<file path="src/rtl/core/cube_map_face_and_uv_macros.svh">
// Assertion macros for the cube map face and uv block.
// Each macro samples on clk and is disabled while rst_n is low.
`ifndef CUBE_MAP_FACE_AND_UV_MACROS_SVH
`define CUBE_MAP_FACE_AND_UV_MACROS_SVH

// Same-cycle implication.
`define CMUV_ASSERT_IMPLY(label, cond, prop) \
    label: assert property (@(posedge clk) disable iff (!rst_n) (cond) |-> (prop)) \
        else $error("cube map assertion failed");

// Implication after a constant number of cycles.
`define CMUV_ASSERT_DELAY(label, cond, dly, prop) \
    label: assert property (@(posedge clk) disable iff (!rst_n) (cond) |-> ##dly (prop)) \
        else $error("cube map latency assertion failed");

`endif

</file>
<file path="src/rtl/core/cmuv_pkg.sv">
package cmuv_pkg;

    localparam logic [2:0] FACE_NEG_X = 3'd0;
    localparam logic [2:0] FACE_POS_X = 3'd1;
    localparam logic [2:0] FACE_NEG_Y = 3'd2;
    localparam logic [2:0] FACE_POS_Y = 3'd3;
    localparam logic [2:0] FACE_NEG_Z = 3'd4;
    localparam logic [2:0] FACE_POS_Z = 3'd5;

    typedef struct packed {
        logic [2:0] face;
        logic       zero;
    } info_t;

endpackage

</file>
<file path="src/rtl/core/cmuv_face_sel.sv">
module cmuv_face_sel #(
    parameter int COMP_BITS = 16
) (
    input  logic                        clk,
    input  logic                        rst_n,
    input  logic                        in_valid,
    input  logic signed [COMP_BITS-1:0] dir_x,
    input  logic signed [COMP_BITS-1:0] dir_y,
    input  logic signed [COMP_BITS-1:0] dir_z,
    output logic                        out_valid,
    output cmuv_pkg::info_t             out_info,
    output logic [COMP_BITS-1:0]        major,
    output logic signed [COMP_BITS:0]   comp_u,
    output logic signed [COMP_BITS:0]   comp_v
);

    logic signed [COMP_BITS:0]   xe;
    logic signed [COMP_BITS:0]   ye;
    logic signed [COMP_BITS:0]   ze;
    logic signed [COMP_BITS:0]   ax_w;
    logic signed [COMP_BITS:0]   ay_w;
    logic signed [COMP_BITS:0]   az_w;
    logic [COMP_BITS-1:0]        ax;
    logic [COMP_BITS-1:0]        ay;
    logic [COMP_BITS-1:0]        az;
    logic                        use_x;
    logic                        use_y;

    logic                        valid_reg;
    cmuv_pkg::info_t             info_reg;
    cmuv_pkg::info_t             info_next;
    logic [COMP_BITS-1:0]        major_reg;
    logic [COMP_BITS-1:0]        major_next;
    logic signed [COMP_BITS:0]   cu_reg;
    logic signed [COMP_BITS:0]   cu_next;
    logic signed [COMP_BITS:0]   cv_reg;
    logic signed [COMP_BITS:0]   cv_next;

    assign xe   = COMP_BITS'(1) == 0 ? '0 : {dir_x[COMP_BITS-1], dir_x};
    assign ye   = {dir_y[COMP_BITS-1], dir_y};
    assign ze   = {dir_z[COMP_BITS-1], dir_z};
    assign ax_w = xe[COMP_BITS] ? -xe : xe;
    assign ay_w = ye[COMP_BITS] ? -ye : ye;
    assign az_w = ze[COMP_BITS] ? -ze : ze;
    assign ax   = ax_w[COMP_BITS-1:0];
    assign ay   = ay_w[COMP_BITS-1:0];
    assign az   = az_w[COMP_BITS-1:0];

    assign use_x = (ax > az) && (ax > ay);
    assign use_y = !use_x && ((ax > az) || (ay > az));

    always_comb
    begin
        info_next.zero = (dir_x == '0) && (dir_y == '0) && (dir_z == '0);
        if (use_x)
        begin
            major_next = ax;
            cv_next    = ze;
            if (xe[COMP_BITS])
            begin
                info_next.face = cmuv_pkg::FACE_NEG_X;
                cu_next        = ye;
            end
            else
            begin
                info_next.face = cmuv_pkg::FACE_POS_X;
                cu_next        = -ye;
            end
        end
        else if (use_y)
        begin
            major_next = ay;
            cv_next    = ze;
            if (ye[COMP_BITS])
            begin
                info_next.face = cmuv_pkg::FACE_NEG_Y;
                cu_next        = -xe;
            end
            else
            begin
                info_next.face = cmuv_pkg::FACE_POS_Y;
                cu_next        = xe;
            end
        end
        else
        begin
            major_next = az;
            cu_next    = xe;
            if (ze[COMP_BITS])
            begin
                info_next.face = cmuv_pkg::FACE_NEG_Z;
                cv_next        = ye;
            end
            else
            begin
                info_next.face = cmuv_pkg::FACE_POS_Z;
                cv_next        = -ye;
            end
        end
    end

    always_ff @(posedge clk or negedge rst_n)
    begin
        if (!rst_n)
        begin
            valid_reg <= 1'b0;
        end
        else
        begin
            valid_reg <= in_valid;
        end
    end

    always_ff @(posedge clk)
    begin
        info_reg  <= info_next;
        major_reg <= major_next;
        cu_reg    <= cu_next;
        cv_reg    <= cv_next;
    end

    assign out_valid = valid_reg;
    assign out_info  = info_reg;
    assign major     = major_reg;
    assign comp_u    = cu_reg;
    assign comp_v    = cv_reg;

endmodule

</file>
<file path="src/rtl/core/cmuv_div_pipe.sv">
module cmuv_div_pipe #(
    parameter int COMP_BITS    = 16,
    parameter int UV_FRAC_BITS = 16
) (
    input  logic                        clk,
    input  logic                        rst_n,
    input  logic                        in_valid,
    input  cmuv_pkg::info_t             in_info,
    input  logic [COMP_BITS-1:0]        major,
    input  logic signed [COMP_BITS:0]   comp_u,
    input  logic signed [COMP_BITS:0]   comp_v,
    output logic                        out_valid,
    output cmuv_pkg::info_t             out_info,
    output logic [UV_FRAC_BITS:0]       u_coord,
    output logic [UV_FRAC_BITS:0]       v_coord
);

    localparam int F = UV_FRAC_BITS;
    localparam logic [F:0] UV_HALF = (F + 1)'(1) << (F - 1);

    logic                  valid_reg [0:F];
    cmuv_pkg::info_t       info_reg  [0:F];
    logic [COMP_BITS-1:0]  n_reg     [0:F];
    logic [COMP_BITS-1:0]  r_reg     [0:F][0:1];
    logic [F:0]            q_reg     [0:F][0:1];

    logic signed [COMP_BITS:0] comp_in [0:1];
    logic signed [COMP_BITS:0] n_ext;

    logic                  done_reg;
    cmuv_pkg::info_t       done_info_reg;
    logic [F:0]            coord_reg [0:1];

    assign comp_in[0] = comp_u;
    assign comp_in[1] = comp_v;
    assign n_ext      = {1'b0, major};

    always_ff @(posedge clk or negedge rst_n)
    begin
        if (!rst_n)
        begin
            for (int s = 0; s <= F; s++)
            begin
                valid_reg[s] <= 1'b0;
            end
            done_reg <= 1'b0;
        end
        else
        begin
            valid_reg[0] <= in_valid;
            for (int s = 1; s <= F; s++)
            begin
                valid_reg[s] <= valid_reg[s-1];
            end
            done_reg <= valid_reg[F];
        end
    end

    always_ff @(posedge clk)
    begin
        info_reg[0] <= in_info;
        n_reg[0]    <= major;
        for (int s = 1; s <= F; s++)
        begin
            info_reg[s] <= info_reg[s-1];
            n_reg[s]    <= n_reg[s-1];
        end
        done_info_reg <= info_reg[F];
    end

    for (genvar l = 0; l < 2; l++)
    begin : g_lane
        logic [COMP_BITS:0] a_sum;
        logic               q_int;
        logic [COMP_BITS-1:0] r_last;
        logic [COMP_BITS-1:0] n_last;
        logic [F:0]           q_round;

        assign a_sum = n_ext + comp_in[l];
        assign q_int = (comp_in[l] == n_ext);

        always_ff @(posedge clk)
        begin
            q_reg[0][l] <= {{F{1'b0}}, q_int};
            r_reg[0][l] <= q_int ? '0 : a_sum[COMP_BITS-1:0];
        end

        for (genvar s = 1; s <= F; s++)
        begin : g_step
            logic [COMP_BITS:0] two_r;
            logic [COMP_BITS:0] dd;
            logic [COMP_BITS:0] diff;
            logic               q_bit;

            assign two_r = {r_reg[s-1][l], 1'b0};
            assign dd    = {n_reg[s-1], 1'b0};
            assign diff  = two_r - dd;
            assign q_bit = (two_r >= dd);

            always_ff @(posedge clk)
            begin
                q_reg[s][l] <= {q_reg[s-1][l][F-1:0], q_bit};
                r_reg[s][l] <= q_bit ? diff[COMP_BITS-1:0] : two_r[COMP_BITS-1:0];
            end
        end

        assign r_last  = r_reg[F][l];
        assign n_last  = n_reg[F];
        assign q_round = q_reg[F][l] + {{F{1'b0}}, (r_last >= n_last)};

        always_ff @(posedge clk)
        begin
            coord_reg[l] <= info_reg[F].zero ? UV_HALF : q_round;
        end
    end

    assign out_valid = done_reg;
    assign out_info  = done_info_reg;
    assign u_coord   = coord_reg[0];
    assign v_coord   = coord_reg[1];

endmodule

</file>
<file path="src/rtl/core/cube_map_face_and_uv.sv">
// done follows the face select register, the divider stages and the output register.
// Throughput: one item per clock; busy stays low and the receiver cannot stall.
// Depth is set by the divider pipeline: one quotient bit per stage for both u and v.
// Reset: rst_n asynchronous, active low, clears all valid bits; no item is in flight.
// A zero direction gives face 5, zero_dir high and u = v = one half.
`include "cube_map_face_and_uv_macros.svh"

module cube_map_face_and_uv #(
    parameter int COMP_BITS    = 16,
    parameter int UV_FRAC_BITS = 16
) (
    input  logic                        clk,
    input  logic                        rst_n,
    input  logic                        start,
    output logic                        busy,
    input  logic signed [COMP_BITS-1:0] dir_x,
    input  logic signed [COMP_BITS-1:0] dir_y,
    input  logic signed [COMP_BITS-1:0] dir_z,
    output logic                        done,
    output logic [2:0]                  face,
    output logic [UV_FRAC_BITS:0]       u_coord,
    output logic [UV_FRAC_BITS:0]       v_coord,
    output logic                        zero_dir
);

    localparam int LATENCY = UV_FRAC_BITS + 3;
    localparam logic [UV_FRAC_BITS:0] UV_HALF = (UV_FRAC_BITS + 1)'(1) << (UV_FRAC_BITS - 1);
    localparam logic [UV_FRAC_BITS:0] UV_ONE  = (UV_FRAC_BITS + 1)'(1) << UV_FRAC_BITS;

    logic                        fs_valid;
    cmuv_pkg::info_t             fs_info;
    logic [COMP_BITS-1:0]        fs_major;
    logic signed [COMP_BITS:0]   fs_comp_u;
    logic signed [COMP_BITS:0]   fs_comp_v;
    cmuv_pkg::info_t             out_info;

    assign busy = 1'b0;

    cmuv_face_sel #(
        .COMP_BITS (COMP_BITS)
    ) u_face_sel (
        .clk       (clk),
        .rst_n     (rst_n),
        .in_valid  (start && !busy),
        .dir_x     (dir_x),
        .dir_y     (dir_y),
        .dir_z     (dir_z),
        .out_valid (fs_valid),
        .out_info  (fs_info),
        .major     (fs_major),
        .comp_u    (fs_comp_u),
        .comp_v    (fs_comp_v)
    );

    cmuv_div_pipe #(
        .COMP_BITS    (COMP_BITS),
        .UV_FRAC_BITS (UV_FRAC_BITS)
    ) u_div_pipe (
        .clk       (clk),
        .rst_n     (rst_n),
        .in_valid  (fs_valid),
        .in_info   (fs_info),
        .major     (fs_major),
        .comp_u    (fs_comp_u),
        .comp_v    (fs_comp_v),
        .out_valid (done),
        .out_info  (out_info),
        .u_coord   (u_coord),
        .v_coord   (v_coord)
    );

    assign face     = out_info.face;
    assign zero_dir = out_info.zero;

    `CMUV_ASSERT_IMPLY(a_zero_half, done && zero_dir, u_coord == UV_HALF && v_coord == UV_HALF && face == cmuv_pkg::FACE_POS_Z)
    `CMUV_ASSERT_IMPLY(a_uv_range, done, u_coord <= UV_ONE && v_coord <= UV_ONE)
    `CMUV_ASSERT_DELAY(a_latency, start && !busy, LATENCY, done)

endmodule
</file>
<file path="config.mk">
export PLATFORM = sky130hd
export DESIGN_NAME = cube_map_face_and_uv
export DESIGN_NICKNAME = d
export VERILOG_FILES = /design/src/rtl/core/cmuv_pkg.sv /design/src/rtl/core/cmuv_face_sel.sv /design/src/rtl/core/cmuv_div_pipe.sv /design/src/rtl/core/cube_map_face_and_uv.sv
export VERILOG_INCLUDE_DIRS = /design/src /design/src/rtl/core
export SDC_FILE = /design/constraint.sdc
export NUM_CORES = 2
export LEC_CHECK = 0
export ABC_AREA = 1
export BUFFER_PORTS_ARGS = -buffer_cell sky130_fd_sc_hd__buf_2
export CORE_UTILIZATION = 44
export DETAILED_ROUTE_END_ITERATION = 16
export GPL_TIMING_DRIVEN = 0
export PLACE_DENSITY = 0.59
export SYNTH_ARGS = -nofsm -noshare
export SYNTH_HDL_FRONTEND = slang
export SYNTH_SLANG_ARGS = --single-unit
</file>
<file path="constraint.sdc">
create_clock -name clk -period 5.8 [get_ports clk]
set_input_delay 0.87 -clock clk [delete_from_list [all_inputs] [get_ports clk]]
set_output_delay 0.87 -clock clk [all_outputs]
set_load 0.05 [all_outputs]
</file>
==> results.json <==
{
  "period_minus_slack_ps": 4270,
  "critPathKind": "reg -> reg",
  "antenna_found_initial": 3,
  "grt_max_degree": 20,
  "nets": 7859,
  "cp-start-kind": "register",
  "status": "completed",
  "end_kind": "register",
  "syn_to_final_growth_pct": 12.8,
  "slew_headroom_pct": 32.7,
  "ys_warn_count": 0,
  "grt_pass1_vias": 43800,
  "die-area_sq_um": 133000,
  "vias_per_cell": 5.03,
  "worstPathArrival_ps": 4880,
  "slew_violations": 0,
  "drive_above_1_share_pct": 5.70,
  "cts_buffer_depth": 3,
  "yosys_register_bits": 1269,
  "ys_top_cells_by_count": "nand2_1 (1472), dfxtp_1 (1250), inv_1 (761)",
  "synth_edf_count": 0,
  "rsz0062_at_grt": "false",
  "grt_pass1_wl_um": 239000,
  "path_clk_slew_ps": 60,
  "synth_fp_nets": 7634,
  "ant_nets": 0,
  "fp.dieW_um": 365,
  "start_util_pct": 44.5,
  "io_pins": 91,
  "synthTopCellsByArea": "dfxtp_1 (43%), ha_1 (13%), nand2_1 (9.5%)",
  "drt_drc_violations_left": 0,
  "wl_per_cell_um": 17.0,
  "gp_congestion": 0.905,
  "grt_use_total_pct": 23.0,
  "worstSkewPairLatency_ps": 780,
  "cts_resized": 0,
  "max_freq_mhz": 234,
  "core_sq_um": 130000,
  "htree_levels": 4,
  "drt-total-wl_um": 153000,
  "dieHeight_um": 365,
  "vias": 45300,
  "grt_overflow_total": 0,
  "drtPass1Iterations": 8,
  "portBuffers": 85,
  "num_rows": 132,
  "ctsHoldBuffers": 1,
  "fin_crit_sh_pct": 73.7,
  "syn_area_sq_um": 57900,
  "critPathMaxFanout": 4,
  "cts_root_buffer": "clkbuf_16",
  "finClkSkew_ps": 23.1,
  "post-cts-setup-buffers": 0,
  "cts_sinks": 1269,
  "cts_made_buffers": 137,
  "finalSetupViolations": 0,
  "cp.required_ps": 6400,
  "seq_area_frac_synth_pct": 44.0,
  "tightest_slew_ps": 1010,
  "yosys.area.top_type": "dfxtp_1",
  "ys_types": 48,
  "dpl.hpwl_um": 124000,
  "fin_setup_tns_ps": 0,
  "cts_tree": "yes",
  "synth.top_cell.area_share_pct": 43.2,
  "synth_ff_type": "dfxtp_1",
  "syn_area_per_cell_sq_um": 8.36,
  "synth.most_common_cell": "nand2_1",
  "largest_register_ffs": 512,
  "initialDrtViolationCount": 3147,
  "maxCapViolations": 0,
  "hp-class": "in -> reg",
  "finalHoldViolCount": 0,
  "synth_cells": 6926,
  "async_flop_share_pct": 1.50
}
==> cell families after synthesis <==
kind of cell	share of synthesized area, %
flip-flops	44.0
XOR/XNOR	5.69
adder cells (fa/ha/maj)	14.6
buffers and inverters	5.81
other	0.00648
AO/OA/AOI/OAI	13.1
AND/OR/NAND/NOR	16.7
==> cell type report <==
class,instances,area (sq um)
diodes,1,2.50
fillers,12600,64700
well taps,1742,2180
clock inverters,64,885
repair buffers,86,435
multi-input cells,4775,29000
plain buffers,115,483
flip-flops and latches,1269,25500
clock buffers,182,3900
inverters,767,2880
==> cell usage in the layout (no fill, tap or decap), types with 28 or more instances in the layout <==
master	n
a21boi_0	31
a21o_1	29
a21oi_1	617
buf_2	93
clkbuf_1	116
clkbuf_16	140
dfxtp_1	1250
fa_1	34
ha_1	623
inv_1	761
nand2_1	1472
nand3_1	295
nor2_1	309
nor3_1	72
nor4_1	28
o211ai_1	36
o21ai_0	632
o31ai_1	31
or2_2	41
xnor2_1	188
xor2_1	188
==> through the flow <==
| stage | instance area, sq um | cells | hold WS, ps | setup WS [ps] | util (%) |
|---|---|---|---|---|---|
| global placement | 60500 | 8753 | 309 | 800 | 46.5 |
| floorplan | 57900 | 6926 | 310 | 1930 | - |
| detailed placement | 60500 | 8753 | 312 | 814 | 46.5 |
| finish | 65300 | 9001 | 215 | 1530 | 50.2 |
| global route | 65300 | 9000 | 157 | 1120 | 50.2 |
| CTS | 65300 | 9000 | 142 | 1480 | 50.2 |
==> path summary, 6_finish.rpt <==
kind	endpoint	from	cells past startpoint	slack, ps
max	u_div_pipe.coord_reg[0][33]$_SDFF_PP0_	u_div_pipe.n_reg[0][259]$_DFF_P_	23	1530
min	u_face_sel.out_valid$_DFF_PN0_	start	1	210
max reg2reg	u_div_pipe.coord_reg[0][33]$_SDFF_PP0_	u_div_pipe.n_reg[0][259]$_DFF_P_	23	1530
max in group asynchronous	u_face_sel.out_valid$_DFF_PN0_	rst_n	2	4930
min reg2reg	u_div_pipe.info_reg[0][30]$_DFF_P_	u_div_pipe.info_reg[0][26]$_DFF_P_	0	320
min in group asynchronous	u_div_pipe.valid_reg[11]$_DFF_PN0_	rst_n	2	580
==> worst max-delay path: stages, from the launching register on <==
cell and delay (ps):
dfxtp_1 300, inv_1 50, ha_1 290, nand2_1 50, o21ai_0 260, nand4_1 140
o211ai_1 150, a21oi_1 140, nor2_1 100, a211oi_1 80, o211ai_1 190, ha_1 270
ha_1 190, nand2_1 210, nor2_1 220, nand3_1 140, nor2_1 160, nand2_1 130
nor4_1 310, nand2_1 170, nor2_1 150, and3_1 210, and3_1 150, nor3_1 40
==> metal layers <==
layer / up-vias / part of all wire (%) / global-route usage (%)
met1: 20800 / 44 / 28.7
met3: 206 / 4.2 / 3.47
met5: - / 0.010 / 0
met4: 2 / 2.7 / 7.35
met2: 956 / 49 / 40.5
li1: 23300 / - / -
Power is left out: the tool's default activity adds up to more than one toggle a clock period on the data nets, which glitch-free logic cannot reach.
